File: src/hw/rtl/eibr_pkg.sv
// eibr_pkg: shared widths and constants for edge_interval_bit_recovery
// depends on nothing; imported by the top level
package eibr_pkg;

  localparam int unsigned STAMP_W        = 32;  // edge timestamp width
  localparam int unsigned PERIOD_W       = 16;  // bit period register width
  localparam int unsigned RUN_W          = 4;   // run_length field width
  localparam int unsigned RUN_SHOWN_MAX  = 15;  // largest value run_length holds
  localparam int unsigned MAX_RUN_DEF    = 15;  // default run cap
  localparam logic [PERIOD_W-1:0] PERIOD_RESET = 16'd1000;

  // divider: numerator 2*interval + period, denominator 2*period
  localparam int unsigned NUM_W  = STAMP_W + 2;
  localparam int unsigned DEN_W  = PERIOD_W + 1;
  localparam int unsigned REM_W  = DEN_W + 1;
  localparam int unsigned DCNT_W = $clog2(NUM_W + 1);

  // stream payload widths, padded to whole bytes
  localparam int unsigned IN_DATA_W  = 40;
  localparam int unsigned OUT_DATA_W = 8;

endpackage

File: src/hw/rtl/edge_interval_bit_recovery.sv
// edge_interval_bit_recovery: turns edge timestamps into runs of recovered bits
// an accepted edge is registered, checked in ST_CALC, then divided in ST_DIV (skipped
// when the period is zero), then one bit per cycle as the sink takes them; one edge in flight at a time,
// so no new edge is taken until its run is out; ST_DIV is a bit-serial restoring divider.
// reset (rst_ni low, async): stored timestamp cleared, period back to 1000, no output
module edge_interval_bit_recovery
  import eibr_pkg::*;
#(
  parameter int unsigned MAX_RUN = MAX_RUN_DEF
) (
  input  logic                  clk_i,
  input  logic                  rst_ni,
  // configuration: bit_period_us
  input  logic                  cfg_we_i,
  input  logic [PERIOD_W-1:0]   cfg_wdata_i,
  // edge requests
  input  logic                  s_axis_tvalid,
  output logic                  s_axis_tready,
  input  logic [IN_DATA_W-1:0]  s_axis_tdata,   // [31:0] edge_time, [32] level_now
  // recovered bits
  output logic                  m_axis_tvalid,
  input  logic                  m_axis_tready,
  output logic [OUT_DATA_W-1:0] m_axis_tdata,   // [0] bit_value, [4:1] run_length
  output logic                  m_axis_tlast    // last_of_run
);

  localparam int unsigned RW = $clog2(MAX_RUN + 1);
  localparam int unsigned QW = RW + 1;
  localparam int unsigned CW = (RW > RUN_W) ? RW : RUN_W;

  typedef enum logic [1:0] {
    ST_IDLE,
    ST_CALC,
    ST_DIV,
    ST_EMIT
  } state_e;

  state_e               state_q, state_d;
  logic [PERIOD_W-1:0]  period_q, period_d;
  logic [STAMP_W-1:0]   last_q, last_d;
  logic [STAMP_W-1:0]   stamp_q, stamp_d;
  logic                 level_q, level_d;
  logic [NUM_W-1:0]     num_q, num_d;
  logic [REM_W-1:0]     rem_q, rem_d;
  logic [QW-1:0]        quo_q, quo_d;
  logic                 ovf_q, ovf_d;
  logic [DCNT_W-1:0]    dcnt_q, dcnt_d;
  logic [RW-1:0]        left_q, left_d;
  logic                 ovalid_q, ovalid_d;
  logic                 obit_q, obit_d;
  logic [RUN_W-1:0]     olen_q, olen_d;
  logic                 olast_q, olast_d;

  always_comb begin
    logic [STAMP_W-1:0] interval;
    logic               spurious;
    logic [REM_W-1:0]   rem_sh;
    logic [REM_W-1:0]   den;
    logic               qbit;
    logic [QW-1:0]      quo_nx;
    logic               ovf_nx;
    logic [RW-1:0]      run;
    logic [CW-1:0]      run_ext;
    logic               start;

    state_d  = state_q;
    period_d = period_q;
    last_d   = last_q;
    stamp_d  = stamp_q;
    level_d  = level_q;
    num_d    = num_q;
    rem_d    = rem_q;
    quo_d    = quo_q;
    ovf_d    = ovf_q;
    dcnt_d   = dcnt_q;
    left_d   = left_q;
    ovalid_d = ovalid_q;
    obit_d   = obit_q;
    olen_d   = olen_q;
    olast_d  = olast_q;

    interval = stamp_q - last_q;
    spurious = (interval[STAMP_W-1:PERIOD_W] == '0) &&
               ({1'b0, interval[PERIOD_W-1:0], 1'b0} < {2'b00, period_q});
    den      = {1'b0, period_q, 1'b0};
    rem_sh   = {rem_q[REM_W-2:0], num_q[NUM_W-1]};
    qbit     = (rem_sh >= den);
    quo_nx   = {quo_q[QW-2:0], qbit};
    ovf_nx   = ovf_q | quo_q[QW-1];
    run      = RW'(MAX_RUN);
    run_ext  = '0;
    start    = 1'b0;

    if (cfg_we_i) begin
      period_d = cfg_wdata_i;
    end

    unique case (state_q)
      ST_IDLE: begin
        if (s_axis_tvalid) begin
          stamp_d = s_axis_tdata[STAMP_W-1:0];
          level_d = s_axis_tdata[STAMP_W];
          state_d = ST_CALC;
        end
      end
      ST_CALC: begin
        if (period_q == '0) begin
          // zero period: every edge is a full-length run
          start = 1'b1;
        end else if (spurious) begin
          state_d = ST_IDLE;
        end else begin
          num_d  = {1'b0, interval, 1'b0} + NUM_W'(period_q);
          rem_d  = '0;
          quo_d  = '0;
          ovf_d  = 1'b0;
          dcnt_d = DCNT_W'(NUM_W);
          state_d = ST_DIV;
        end
      end
      ST_DIV: begin
        rem_d  = qbit ? (rem_sh - den) : rem_sh;
        num_d  = {num_q[NUM_W-2:0], 1'b0};
        quo_d  = quo_nx;
        ovf_d  = ovf_nx;
        dcnt_d = dcnt_q - 1'b1;
        if (dcnt_q == DCNT_W'(1)) begin
          start = 1'b1;
          // saturate the quotient at the run cap
          if (!ovf_nx && (quo_nx <= QW'(MAX_RUN))) begin
            run = quo_nx[RW-1:0];
          end
        end
      end
      ST_EMIT: begin
        if (m_axis_tready) begin
          if (left_q == RW'(1)) begin
            ovalid_d = 1'b0;
            olast_d  = 1'b0;
            state_d  = ST_IDLE;
          end else begin
            left_d  = left_q - 1'b1;
            olast_d = (left_q == RW'(2));
          end
        end
      end
      default: state_d = ST_IDLE;
    endcase

    if (start) begin
      run_ext  = CW'(run);
      last_d   = stamp_q;
      left_d   = run;
      ovalid_d = 1'b1;
      obit_d   = ~level_q;
      olen_d   = (run_ext > CW'(RUN_SHOWN_MAX)) ? RUN_W'(RUN_SHOWN_MAX) : RUN_W'(run_ext);
      olast_d  = (run == RW'(1));
      state_d  = ST_EMIT;
    end
  end

  always_ff @(posedge clk_i or negedge rst_ni) begin
    if (!rst_ni) begin
      state_q  <= ST_IDLE;
      period_q <= PERIOD_RESET;
      last_q   <= '0;
      left_q   <= '0;
      dcnt_q   <= '0;
      ovalid_q <= 1'b0;
      obit_q   <= 1'b0;
      olen_q   <= '0;
      olast_q  <= 1'b0;
    end else begin
      state_q  <= state_d;
      period_q <= period_d;
      last_q   <= last_d;
      left_q   <= left_d;
      dcnt_q   <= dcnt_d;
      ovalid_q <= ovalid_d;
      obit_q   <= obit_d;
      olen_q   <= olen_d;
      olast_q  <= olast_d;
    end
  end

  // datapath registers, no reset needed
  always_ff @(posedge clk_i) begin
    stamp_q <= stamp_d;
    level_q <= level_d;
    num_q   <= num_d;
    rem_q   <= rem_d;
    quo_q   <= quo_d;
    ovf_q   <= ovf_d;
  end

  assign s_axis_tready = (state_q == ST_IDLE);
  assign m_axis_tvalid = ovalid_q;
  assign m_axis_tlast  = olast_q;
  assign m_axis_tdata  = {{(OUT_DATA_W - RUN_W - 1){1'b0}}, olen_q, obit_q};

  // output only while a run is being emitted
  a_valid_in_emit: assert property (@(posedge clk_i) disable iff (!rst_ni)
    m_axis_tvalid |-> (state_q == ST_EMIT))
    else $error("output valid outside emit state");

  // tlast marks exactly the final bit of the run
  a_last_matches_count: assert property (@(posedge clk_i) disable iff (!rst_ni)
    m_axis_tvalid |-> (m_axis_tlast == (left_q == RW'(1))))
    else $error("tlast does not match remaining bit count");

  // no new edge taken while a run is still pending
  a_no_overlap: assert property (@(posedge clk_i) disable iff (!rst_ni)
    (s_axis_tvalid && s_axis_tready) |-> !m_axis_tvalid)
    else $error("edge accepted during emit");

  // the run ends when its last bit is taken
  a_run_ends: assert property (@(posedge clk_i) disable iff (!rst_ni)
    (m_axis_tvalid && m_axis_tready && m_axis_tlast) |=> !m_axis_tvalid)
    else $error("output still valid after last bit");

endmodule

File: config.mk
export PLATFORM = sky130hd
export DESIGN_NAME = edge_interval_bit_recovery
export DESIGN_NICKNAME = d
export VERILOG_FILES = /design/src/hw/rtl/eibr_pkg.sv /design/src/hw/rtl/edge_interval_bit_recovery.sv
export SDC_FILE = /design/constraint.sdc
export NUM_CORES = 1
export LEC_CHECK = 0
export BUFFER_PORTS_ARGS = -buffer_cell sky130_fd_sc_hd__buf_2
export CAP_MARGIN = 25
export CELL_PAD_IN_SITES_DETAIL_PLACEMENT = 1
export CELL_PAD_IN_SITES_GLOBAL_PLACEMENT = 1
export CORE_MARGIN = 2
export CORE_UTILIZATION = 30
export DETAILED_ROUTE_END_ITERATION = 12
export PLACE_DENSITY = 0.54
export SETUP_SLACK_MARGIN = 0.4
export SLEW_MARGIN = 20
export SYNTH_ARGS = -nofsm -noshare
export SYNTH_HDL_FRONTEND = slang
export SYNTH_SLANG_ARGS = --single-unit
File: constraint.sdc
create_clock -name clk_i -period 5.9 [get_ports clk_i]
set_clock_uncertainty 0.05 [all_clocks]
set_input_delay 1.77 -clock clk_i [delete_from_list [all_inputs] [get_ports clk_i]]
set_output_delay 1.77 -clock clk_i [all_outputs]
set_load 0.02 [all_outputs]
# Word-level counts from Yosys, hierarchy flattened
# Index checks and enable logic that the tools add are counted.
# op_classes
addsub	5
order_cmp	4
eq_ne	14
n_mux	42
bitwise_logic	2
n_reduce_logical	17
# ops
operator	count
$mux W34	2
$pmux W34 S2	1
$mux W17	3
$add A33 B16 Y34	1
$pmux W17 S2	1
$logic_not A16 Y1	2
$mux W4	8
$sub A32 B32 Y32	1
$ge A18 B17 Y1	1
$lt A17 B16 Y1	1
$sub A17 B17 Y17	1
$mux W1	12
$mux W2	6
$mux W6	2
$pmux W6 S2	1
$mux W5	2
$pmux W5 S2	1
$ne A3 B3 Y1 const B	3
$reduce_and A3 Y1	3
$eq A4 B1 Y1 const B	2
$reduce_bool A2 Y1	4
$eq A6 B1 Y1 const B	1
$pmux W2 S3	1
$sub A6 B1 Y6 const B	1
other kinds (18)	23
# totals
ff_bits	157
in_bits	61
output_inout_bits	11
wordCells	99

# Depth between registers and ports, before layout
# Gate-level depths: netlist (run 1).
# depth
word_depth	8
depth_mapped	20

# Least setup slack after synthesis (run 1)
# No wires, ideal clock.
# synth_path
kind	flip-flop to flip-flop
start	register stamp_q[3]
end	register num_q[0], enable pin
arrival_ps	4105
setup_slack_ps	1234
path_stages_with_launch	16
period_less_slack_ps	4666
path_cell_list	edfxtp_1 -> ha_1 -> a21o_1 -> a21oi_1 -> a21oi_2 -> o211a_1 -> xor2_1 -> ha_1 -> a211o_1 -> a2111oi_0 -> a211o_1 -> o2111ai_1 -> nor4_1 -> nand4_1 -> o21ai_1 -> inv_1
# synth_between
elab_chain_len	5
word_cells_on_any_way	6
cone_classes	1 x add/sub; 1 x order compare; 1 x eq/ne; 3 x reduce/logical
# synth_lines
item	line_no	source
start, declared	edge_interval_bit_recovery.sv:41	logic [STAMP_W-1:0] stamp_q, stamp_d;
start signal, assigned	edge_interval_bit_recovery.sv:188	stamp_q <= stamp_d;
$sub A32 B32 Y32 (*)	edge_interval_bit_recovery.sv:82	interval = stamp_q - last_q;
$lt A17 B16 Y1 / $logic_not A16 Y1 (equally long branches)	edge_interval_bit_recovery.sv:84, edge_interval_bit_recovery.sv:83	
$logic_and A1 B1 Y1 (*)	edge_interval_bit_recovery.sv:83	spurious = (interval[STAMP_W-1:PERIOD_W] == '0) &&
$ne A2 B2 Y1 (no line) (*)	-	
$reduce_and A3 Y1 (no line) (*)	-	
end signal, assigned	edge_interval_bit_recovery.sv:190	num_q <= num_d;
end, declared	edge_interval_bit_recovery.sv:43	logic [NUM_W-1:0] num_q, num_d;
# Every way passes the cells marked *; elsewhere a longest branch is shown, timed or not.
# A chain may end at the register's enable or synchronous reset.

# Final worst setup path (run 1)
# layout_path
start	register last_q[0]
end	register dcnt_q[2]
# layout_between
elab_chain_len	5
word_cells_on_any_way	6
cone_classes	1 x add/sub; 1 x order compare; 1 x eq/ne; 3 x reduce/logical
# layout_lines
item	line_no	source
start, declared	edge_interval_bit_recovery.sv:40	logic [STAMP_W-1:0] last_q, last_d;
start signal, assigned	edge_interval_bit_recovery.sv:176	last_q <= last_d;
$sub A32 B32 Y32 (*)	edge_interval_bit_recovery.sv:82	
$lt A17 B16 Y1 / $logic_not A16 Y1 (equally long branches)	edge_interval_bit_recovery.sv:84, edge_interval_bit_recovery.sv:83	
$logic_and A1 B1 Y1 (*)	edge_interval_bit_recovery.sv:83	
$ne A2 B2 Y1 (no line) (*)	-	
$reduce_and A3 Y1 (no line) (*)	-	
end signal, assigned	edge_interval_bit_recovery.sv:178	dcnt_q <= dcnt_d;
end, declared	edge_interval_bit_recovery.sv:47	logic [DCNT_W-1:0] dcnt_q, dcnt_d;
# Marked as above.

==> impl_metrics.toml, run 1 <==
[run_status]
outcome = "finished, final reports clean"

[logic_synthesis]
synthFlopType = "edfxtp_1"
synth_top_family_by_area = "compound AO/OA/AOI/OAI gates"
async_reset_ff_share_pct = 42.7
synth_xor_area_share_pct = 5.83
avgSynthCellArea_um2 = 9.73
syn_area_um2 = 10700
synth_seq_area_share_pct = 41.0
ys_ff_latch = 157
synth.area.mux_share_pct = 5.39
syn_inst = 1099
synth_edf_count = 90
synth_fa_ha_area_share_pct = 10.6
synth_compound_area_share_pct = 17.2
synthSimpleGateAreaFrac_pct = 15.3
synth_warnings = 0
ys_types = 86

[sta]
post-route-period-util_pct = 86.3
tightestPinTransition_ps = 835
rsz0062_at_grt = "false"
finalCriticalPeriod_ps = 5090
finalHoldViolations = 0
setup_tns_ps = 0
max_freq_ghz = 0.196
timing.slew.headroom_pct = 44.0
setup_viol = 0
report.final.slew_viol_count = 0

[routing]
drtIter0Drc = 337
via_count = 8151
routed_wl_mm = 28.5
wl_per_cell_um = 17.5
vias_per_cell = 4.99
drcViolationCount = 0
drtAntennaViolNets = 0
first_pass_iters = 4

[worst_setup_path]
worstPathMaxFanout = 5
reg2reg_slack_ps = 810
cpPeakStageDelay_ps = 610
crit_chain = "ha_1 > fa_1 > nand2b_1 > a21oi_2 > o21ai_4 > nand2_1 > xor2_1 > ha_1 > inv_1 > o21bai_1 > a2111oi_0 > a211o_1 > and4b_1 > nand4_1 > nor4_4 > o21ai_1 > a221o_1"
cp.required_ps = 6180
arrival_ps = 5380
crit_cells = 17
critPathTopFamily = "compound AO/OA/AOI/OAI gates"
slowest_stage = "nor4_4"
start_kind = "flop"
r2r_cells = 17
crit_top_cell = "ha_1"
endpoint_kind = "flop"
regToRegEndpoint = "dcnt_q[2]"
critical_path_class = "flop to flop"
path_buf_inv = 1
r2r-start = "last_q[0]"

[placement]
dp_hpwl_mm = 21.5
portBuffers = 61
place_congestion = 0.816
dp.cells = 1599

[clocking]
cts_setup_buffers = 0
root_buffer = "clkbuf_16"
cts_buffers = 17
clock_latency_ps = 450
cts.path.max_buffers = 2
clk_pin_slew_ps = 70
cts_tree = "yes"
htreeDepth = 4
clock-sinks = 157

[worst_hold_path]
hold_path_class = "flop to flop"
min_to = "obit_q"
whs_path_depth = 1
hold_start = "level_q"

[global_route]
grt_pass1_wl_mm = 46.4
antenna_found_initial = 0
grt_max_degree = 70
grt-ovfl-total = 0
grt_pass1_vias = 8566
grtUsageTotal_pct = 16.3

[die]
die_h_um = 193
dieArea_um2 = 37200
io_pins = 72
rows = 69
core_um2 = 35300
die_width_um = 193
start_util_pct = 30.3

[cells_and_area]
layout-drive-gt1-share_pct = 15.8
antennaDiodeCount = 0
synthToLayoutAreaGrowth_pct = 14.2
nets = 1309
fin_cells = 1633

[pwr]
vdd_drop_max_mv = 0.237
p_leak_uw = 0.00497
power_density_nw_per_um2 = 505

[job]
drv_cap = 0
[area by class of cell]
cell class,instances,area [um^2]
inverters,90,338
well taps,461,577
multi-input cells,821,5840
flip-flops and latches,157,4390
repair buffers,72,415
clock inverters,15,233
clock buffers,17,425
fillers,4046,23100
[sequential cells by signal, indices dropped and copies added, names as in the netlist, 4 cells and up]
register and cells:
left_q 4, dcnt_q 6, stamp_q 32, olen_q 4, period_q 16, rem_q 17
quo_q 5, last_q 32, num_q 34
[worst max-delay path by stage]
stage | start | slack, ps | endpoint
final | last_q[0] | 810 | dcnt_q[2]
after global routing | last_q[0] | 440 | rem_q[7]
after CTS | last_q[0] | 730 | rem_q[8]
after detailed placement | last_q[0] | 760 | dcnt_q[2]
after global placement | last_q[0] | 890 | rem_q[8]
after floorplan | stamp_q[3] | 1230 | num_q[0]
[cells by family (layout without fill, tap and decap cells)]
kind of cell,after synthesis,count (layout)
flip-flops,157,157
multiplexers,53,53
buffers and inverters,123,194
AO/OA/AOI/OAI,277,277
other,1,3
adder cells (fa/ha/maj),89,89
XOR/XNOR,69,69
AND/OR/NAND/NOR,330,330
[report_power, final]
group          internal, uW  switching, uW  total, uW
Clock                   760            518       1280
Combinational          1190           1840       3030
Sequential             1680            177       1860
[cell usage in the layout (no fill, tap or decap), drive strengths merged, types with 50 or more instances in the layout]
| cell | count |
|---|---|
| nand2 | 103 |
| xnor2 | 50 |
| ha | 86 |
| a21oi | 71 |
| edfxtp | 90 |
| dfrtp | 61 |
| o21ai | 91 |
| buf | 72 |
| nor2 | 87 |
| inv | 96 |
[worst register-to-register path: stages, from the launching register on]
cell and delay [ps]:
dfrtp_1 380, ha_1 250, fa_1 460, nand2b_1 220, a21oi_2 320, o21ai_4 120
nand2_1 90, xor2_1 280, ha_1 330, inv_1 150, o21bai_1 120, a2111oi_0 480
a211o_1 250, and4b_1 210, nand4_1 200, nor4_4 610, o21ai_1 110, a221o_1 350
[cells in the mapped netlist (9+ instances only)]
cell      number  share of area, %
a21oi_1       67               3.1
a21o_1        18               1.3
and2_1        19               1.1
dfrtp_1       61                14
clkbuf_1      22              0.77
o21a_1         9              0.63
ha_1          86                10
nand3_1       20              0.94
mux2i_1       16               1.5
nor2_1        87               3.1
mux2_2        37               3.9
nand4_1       14              0.82
o21ai_1       13              0.61
xor2_1        19               1.6
xnor2_1       49               4.0
nor4_1        10              0.59
edfxtp_1      90                25
nor3_1        22               1.0
nand2_1      102               3.6
nand2b_1      11              0.64
o21ai_0       76               3.6
inv_1         90               3.2
o21bai_1      10              0.70
[timing repair]
| action | in CTS | in global routing |
|---|---|---|
| resized for setup | 0 | 1 |
| hold buffers | 0 | 0 |
| endpoints found under the setup margin | 0 | 37 |
[metal layers]
metal / share of wire [%] / wire length [um] / GRT usage (%)
met3: 1.6 / 469 / 2.53
met5: 0 / 0 / 0
met1: 49 / 14000 / 21.4
met4: 1.4 / 385 / 4.76
met2: 48 / 13700 / 27.5
[metrics by stage]
stage | util (%) | worst slack (ps) | hold WS [ps] | power, uW | instance area (um^2)
finish | 34.6 | 806 | 387 | 6170 | 12200
global placement | 32.6 | 890 | 370 | 4890 | 11500
CTS | 34.5 | 730 | 392 | 6260 | 12200
detailed placement | 32.6 | 757 | 384 | 4940 | 11500
floorplan | - | 1230 | 364 | 4130 | 10700
global route | 34.6 | 439 | 421 | 6700 | 12200
Note: power is estimated with default switching activity, not from simulation.
==> inputs of run 2 (changes only) <==
--- a/config.mk
+++ b/config.mk
@@ -8,11 +8,11 @@
 export BUFFER_PORTS_ARGS = -buffer_cell sky130_fd_sc_hd__buf_2
 export CAP_MARGIN = 25
 export CELL_PAD_IN_SITES_DETAIL_PLACEMENT = 1
-export CELL_PAD_IN_SITES_GLOBAL_PLACEMENT = 1
+export CELL_PAD_IN_SITES_GLOBAL_PLACEMENT = 2
 export CORE_MARGIN = 2
 export CORE_UTILIZATION = 30
 export DETAILED_ROUTE_END_ITERATION = 12
-export PLACE_DENSITY = 0.54
+export PLACE_DENSITY = 0.63
 export SETUP_SLACK_MARGIN = 0.4
 export SLEW_MARGIN = 20
 export SYNTH_ARGS = -nofsm -noshare
==> impl_metrics.toml, run 2 (synthesized netlist as in run 1, its figures left out) <==
[global_route]
antenna_found_initial = 0
grtUsageTotal_pct = 16.8
grt-ovfl-total = 0
grt_max_degree = 70
grt_pass1_vias = 8622
grt_pass1_wl_mm = 47.8

[worst_hold_path]
hold_path_class = "flop to flop"

[die]
die_width_um = 193
start_util_pct = 30.3
dieArea_um2 = 37200
die_h_um = 193
core_um2 = 35300
rows = 69
io_pins = 72

[clocking]
htreeDepth = 4
clock-sinks = 157
cts.path.max_buffers = 2
cts_tree = "yes"
cts_setup_buffers = 0
cts_hold_buf = 0
post_cts_resized = 0
clk_pin_slew_ps = 70
root_buffer = "clkbuf_16"
clock_latency_ps = 460
cts_buffers = 17

[pwr]
p_int_uw = 3540
seqPwrFrac_pct = 30.7
power_density_nw_per_um2 = 501
p_leak_uw = 0.00494
switching_share_pct = 41.8
p_sw_uw = 2540
power_frac_clock_pct = 19.2
p_comb_share_pct = 50.1
vdd_drop_max_mv = 0.255

[worst_setup_path]
worstPathMaxFanout = 32
endpoint_kind = "flop"
cp.required_ps = 6010
arrival_ps = 5170
critical_path_class = "flop to flop"
start_kind = "flop"

[cells_and_area]
layout-drive-gt1-share_pct = 15.3
fin_util_pct = 34.4
n_fill_cell = 4040
top_register = "num_q"
reg_top3 = "num_q x34, last_q x32, stamp_q x32"
layout_commonest_cell = "nand2_1"
layout_common_cells = "102 x nand2_1, 90 x edfxtp_1, 89 x inv_1"
synthToLayoutAreaGrowth_pct = 13.4
largest_reg_flops = 34
nets = 1308
antennaDiodeCount = 0

[sta]
report.final.slew_viol_count = 0
post-route-period-util_pct = 85.8
tightestPinTransition_ps = 833
max_freq_ghz = 0.197
setup_viol = 0
finalHoldViolations = 0
rsz0062_at_grt = "false"
finalCriticalPeriod_ps = 5060
setup_tns_ps = 0
timing.slew.headroom_pct = 44.2

[placement]
portBuffers = 61
dp_hpwl_mm = 22.2
place_congestion = 0.810

[routing]
via_count = 8153
wl_per_cell_um = 18.0
drtAntennaViolNets = 0
routed_wl_mm = 29.4
first_pass_iters = 4
drcViolationCount = 0
drtIter0Drc = 441
vias_per_cell = 5.00

[job]
drv_cap = 0

[run_status]
outcome = "finished, final reports clean"
run 2: path summary, 6_finish.rpt:
check | from | to | slack, ps | cells after the start
max reg2reg | stamp_q[10] | rem_q[11] | 840 | 15
max | stamp_q[10] | rem_q[11] | 840 | 15
min | level_q | obit_q | 400 | 1
max in group asynchronous | rst_ni | last_q[22] | 3650 | 2
min in group asynchronous | rst_ni | period_q[0] | 1220 | 1
min reg2reg | level_q | obit_q | 400 | 1
run 2: final cells by class:
cell class                 count  area [um^2]  area share (%)
clock buffer                  18          429            3.54
clock inverter                14          168            1.38
inverter                      90          338            2.79
multi-input combinational    821         5840            48.1
sequential                   157         4390            36.2
tap                          461          577            4.76
timing repair buffer          71          395            3.26
run 2: power groups by stage:
stage | sequential (uW) | clock (uW) | combinational [uW]
6_report | 1870 | 1170 | 3040
5_1_grt | 1910 | 1250 | 3450
4_1_cts | 1870 | 1210 | 3090
3_5_place_dp | 1890 | 0 | 3080
3_3_place_gp | 1880 | 0 | 3030
2_1_floorplan | 1850 | 0 | 2280
run 2: per-layer routing:
metal / GRT usage, % / vias to the layer above / wire [um]
li1: - / 4059 / -
met1: 22.1 / 3986 / 14200
met2: 28.4 / 82 / 13900
met3: 2.45 / 26 / 786
met4: 5.43 / 0 / 484
met5: 0 / - / 0
run 2: per-stage QoR:
step	area [um^2]	std cells	total power, uW	worst slack (ps)	hold WS [ps]
2_1_floorplan	10700	1101	4130	1230	364
3_3_place_gp	11500	1599	4900	865	370
3_5_place_dp	11500	1599	4970	807	398
4_1_cts	12100	1631	6160	784	405
5_1_grt	12100	1632	6600	530	416
6_report	12100	1632	6080	836	398
run 2: worst max-delay path, cell delays in order, from the launching register on:
cell	delay (ps)
edfxtp_1	400
ha_1	400
a21oi_1	500
nand3_1	220
o211a_1	310
xor2_1	220
ha_1	340
a211o_1	310
a2111oi_0	520
a211o_1	250
o2111ai_1	140
nor4_1	180
nand4_1	190
o21ai_1	390
inv_2	60
buf_4	280
==> inputs of run 3 (changes only) <==
--- a/config.mk
+++ b/config.mk
@@ -11,8 +11,9 @@
 export CELL_PAD_IN_SITES_GLOBAL_PLACEMENT = 2
 export CORE_MARGIN = 2
 export CORE_UTILIZATION = 30
+export CTS_CLUSTER_SIZE = 12
 export DETAILED_ROUTE_END_ITERATION = 12
-export PLACE_DENSITY = 0.63
+export PLACE_DENSITY_LB_ADDON = 0.1
 export SETUP_SLACK_MARGIN = 0.4
 export SLEW_MARGIN = 20
 export SYNTH_ARGS = -nofsm -noshare
==> constraint.sdc (replaced) <==
create_clock -name clk_i -period 4.7 [get_ports clk_i]
set_clock_uncertainty 0.05 [all_clocks]
set_input_delay 1.41 -clock clk_i [delete_from_list [all_inputs] [get_ports clk_i]]
set_output_delay 1.41 -clock clk_i [all_outputs]
set_load 0.02 [all_outputs]
==> impl_metrics.toml, run 3 (synthesized netlist as in run 1, its figures left out) <==
[clocking]
clk_pin_slew_ps = 70
clock_latency_ps = 450
cts_tree = "yes"
cts_buffers = 17
cts_hold_buf = 0
htreeDepth = 4
clock-sinks = 157
cts.path.max_buffers = 2
root_buffer = "clkbuf_16"

[routing]
routed_wl_mm = 30.9
drtAntennaViolNets = 0
drtIter0Drc = 292
drcViolationCount = 0
via_count = 8446
vias_per_cell = 4.99
first_pass_iters = 4
wl_per_cell_um = 18.3

[sta]
setup_tns_ps = 0
max_freq_ghz = 0.225
hold_ws_ps = 389
finalCriticalPeriod_ps = 4440
rsz0062_at_grt = "true"
report.final.slew_viol_count = 0
setup_viol = 0
finalHoldViolations = 0
timing.slew.headroom_pct = 43.6
tightestPinTransition_ps = 846
post-route-period-util_pct = 94.4

[worst_setup_path]
endpoint_kind = "flop"
crit_chain = "ha_1 > nor2b_4 > o2111ai_4 > nand2_1 > xor2_1 > ha_1 > a21oi_1 > o21bai_2 > a2111oi_4 > a211o_1 > o2111ai_2 > nor4_2 > nand4_1 > o21ai_2 > clkinvlp_4 > buf_6 > buf_6 > buf_6"
r2r_cells = 18
cp.required_ps = 4870
path_buf_inv = 4
critical_path_class = "flop to flop"
critPathTopFamily = "compound AO/OA/AOI/OAI gates"
start_kind = "flop"
cpPeakStageDelay_ps = 460
r2r-start = "stamp_q[1]"
worstPathMaxFanout = 6
crit_cells = 18
slowest_stage = "edfxtp_1"
crit_top_cell = "buf_6"
arrival_ps = 4610
startpoint = "stamp_q[1]"

[pwr]
power_density_nw_per_um2 = 648
vdd_drop_max_mv = 0.289
p_leak_uw = 0.00534

[cells_and_area]
antennaDiodeCount = 0
layout-drive-gt1-share_pct = 23.4
largest_reg_flops = 34
top_register = "num_q"
layout_commonest_cell = "nand2_1"
n_fill_cell = 4008
reg_top3 = "num_q x34, last_q x32, stamp_q x32"
nets = 1368
synthToLayoutAreaGrowth_pct = 22.2
layout_common_cells = "101 x nand2_1, 90 x edfxtp_1, 87 x inv_1"
multi_input_area_um2 = 6170
regArea_um2 = 4390

[global_route]
grt_max_degree = 70
grt_util_met2_pct = 29.9
grt-ovfl-total = 0
antenna_found_initial = 0
grt_pass1_wl_mm = 49.0
met1_usage_pct = 22.3
met3_usage_pct = 2.98
grtUsageTotal_pct = 17.3
top_usage_layer = "met2"
grt_pass1_vias = 8826

[die]
die_width_um = 193
start_util_pct = 30.3
die_h_um = 193
io_pins = 72
rows = 69
dieArea_um2 = 37200
core_um2 = 35300

[placement]
dp_hpwl_mm = 23.1
place_congestion = 0.781
portBuffers = 61

[worst_hold_path]
hold_path_class = "flop to flop"
whs_path_depth = 1
hold_start = "level_q"

[job]
drv_cap = 0

[run_status]
outcome = "finished, final reports clean"
## run 3: cell types whose count changed in the layout (fill, tap and decap cells not counted), moves of 4 or more
| cell | before | now |
|---|---|---|
| nor4_1 | 10 | 6 |
| a21oi_1 | 67 | 62 |
| xnor2_1 | 49 | 45 |
| ha_2 | 1 | 5 |
| xnor2_2 | 0 | 4 |
| ha_1 | 85 | 77 |
| clkinv_4 | 5 | 1 |
| clkinvlp_4 | 0 | 4 |
| buf_4 | 10 | 56 |
| buf_6 | 0 | 9 |
| ha_4 | 0 | 4 |
## run 3: layer usage
layer,part of all wire (%),up-vias,routed length (um)
met4,0.99,0,306
met1,47,4179,14700
met5,0,-,0
met3,2.0,19,607
li1,-,4180,-
met2,50,68,15300
## run 3: worst register-to-register path, cell delays in order, from the launching register on
cell and delay (ps):
edfxtp_1 460, ha_1 320, nor2b_4 150, o2111ai_4 240
nand2_1 120, xor2_1 320, ha_1 370, a21oi_1 190
o21bai_2 100, a2111oi_4 360, a211o_1 250, o2111ai_2 130
nor4_2 160, nand4_1 230, o21ai_2 270, clkinvlp_4 150
buf_6 140, buf_6 100, buf_6 120
## run 3: what timing repair did
item	4_1_cts	5_1_grt
endpoints found under the setup margin	74	80
setup buffers	8	10
resized for setup	24	33
pin swaps	19	10
gates cloned	0	6
## run 3: final timing paths
kind	slack [ps]	endpoint
min in group asynchronous	1020	period_q[10]
hold reg to reg	390	obit_q
setup reg to reg	260	quo_q[3]
hold / removal	390	obit_q
setup / recovery	260	quo_q[3]
max in group asynchronous	2840	last_q[19]
## run 3: per-stage QoR
stage / cells / cell area, um^2 / worst slack (ps) / total power, uW / utilization [%]
finish: 1692 / 13100 / 261 / 8470 / 37.0
global placement: 1636 / 11900 / 75.3 / 6470 / 33.7
floorplan: 1101 / 10800 / 103 / 5230 / -
global route: 1692 / 13100 / 68.4 / 9190 / 37.0
detailed placement: 1636 / 11900 / 53.8 / 6520 / 33.7
CTS: 1676 / 12700 / 223 / 8260 / 36.0
## run 3: cell type report
type	instances	area share, %
multi-input combinational	821	47.2
sequential	157	33.6
tap	461	4.41
inverter	90	2.61
timing repair buffer	131	7.29
clock inverter	14	1.59
clock buffer	18	3.28
## run 3: power breakdown
group          total, uW  switching (uW)  internal, uW
Clock               1550             647           903
Sequential          2340             229          2110
Combinational       4590            2600          1990
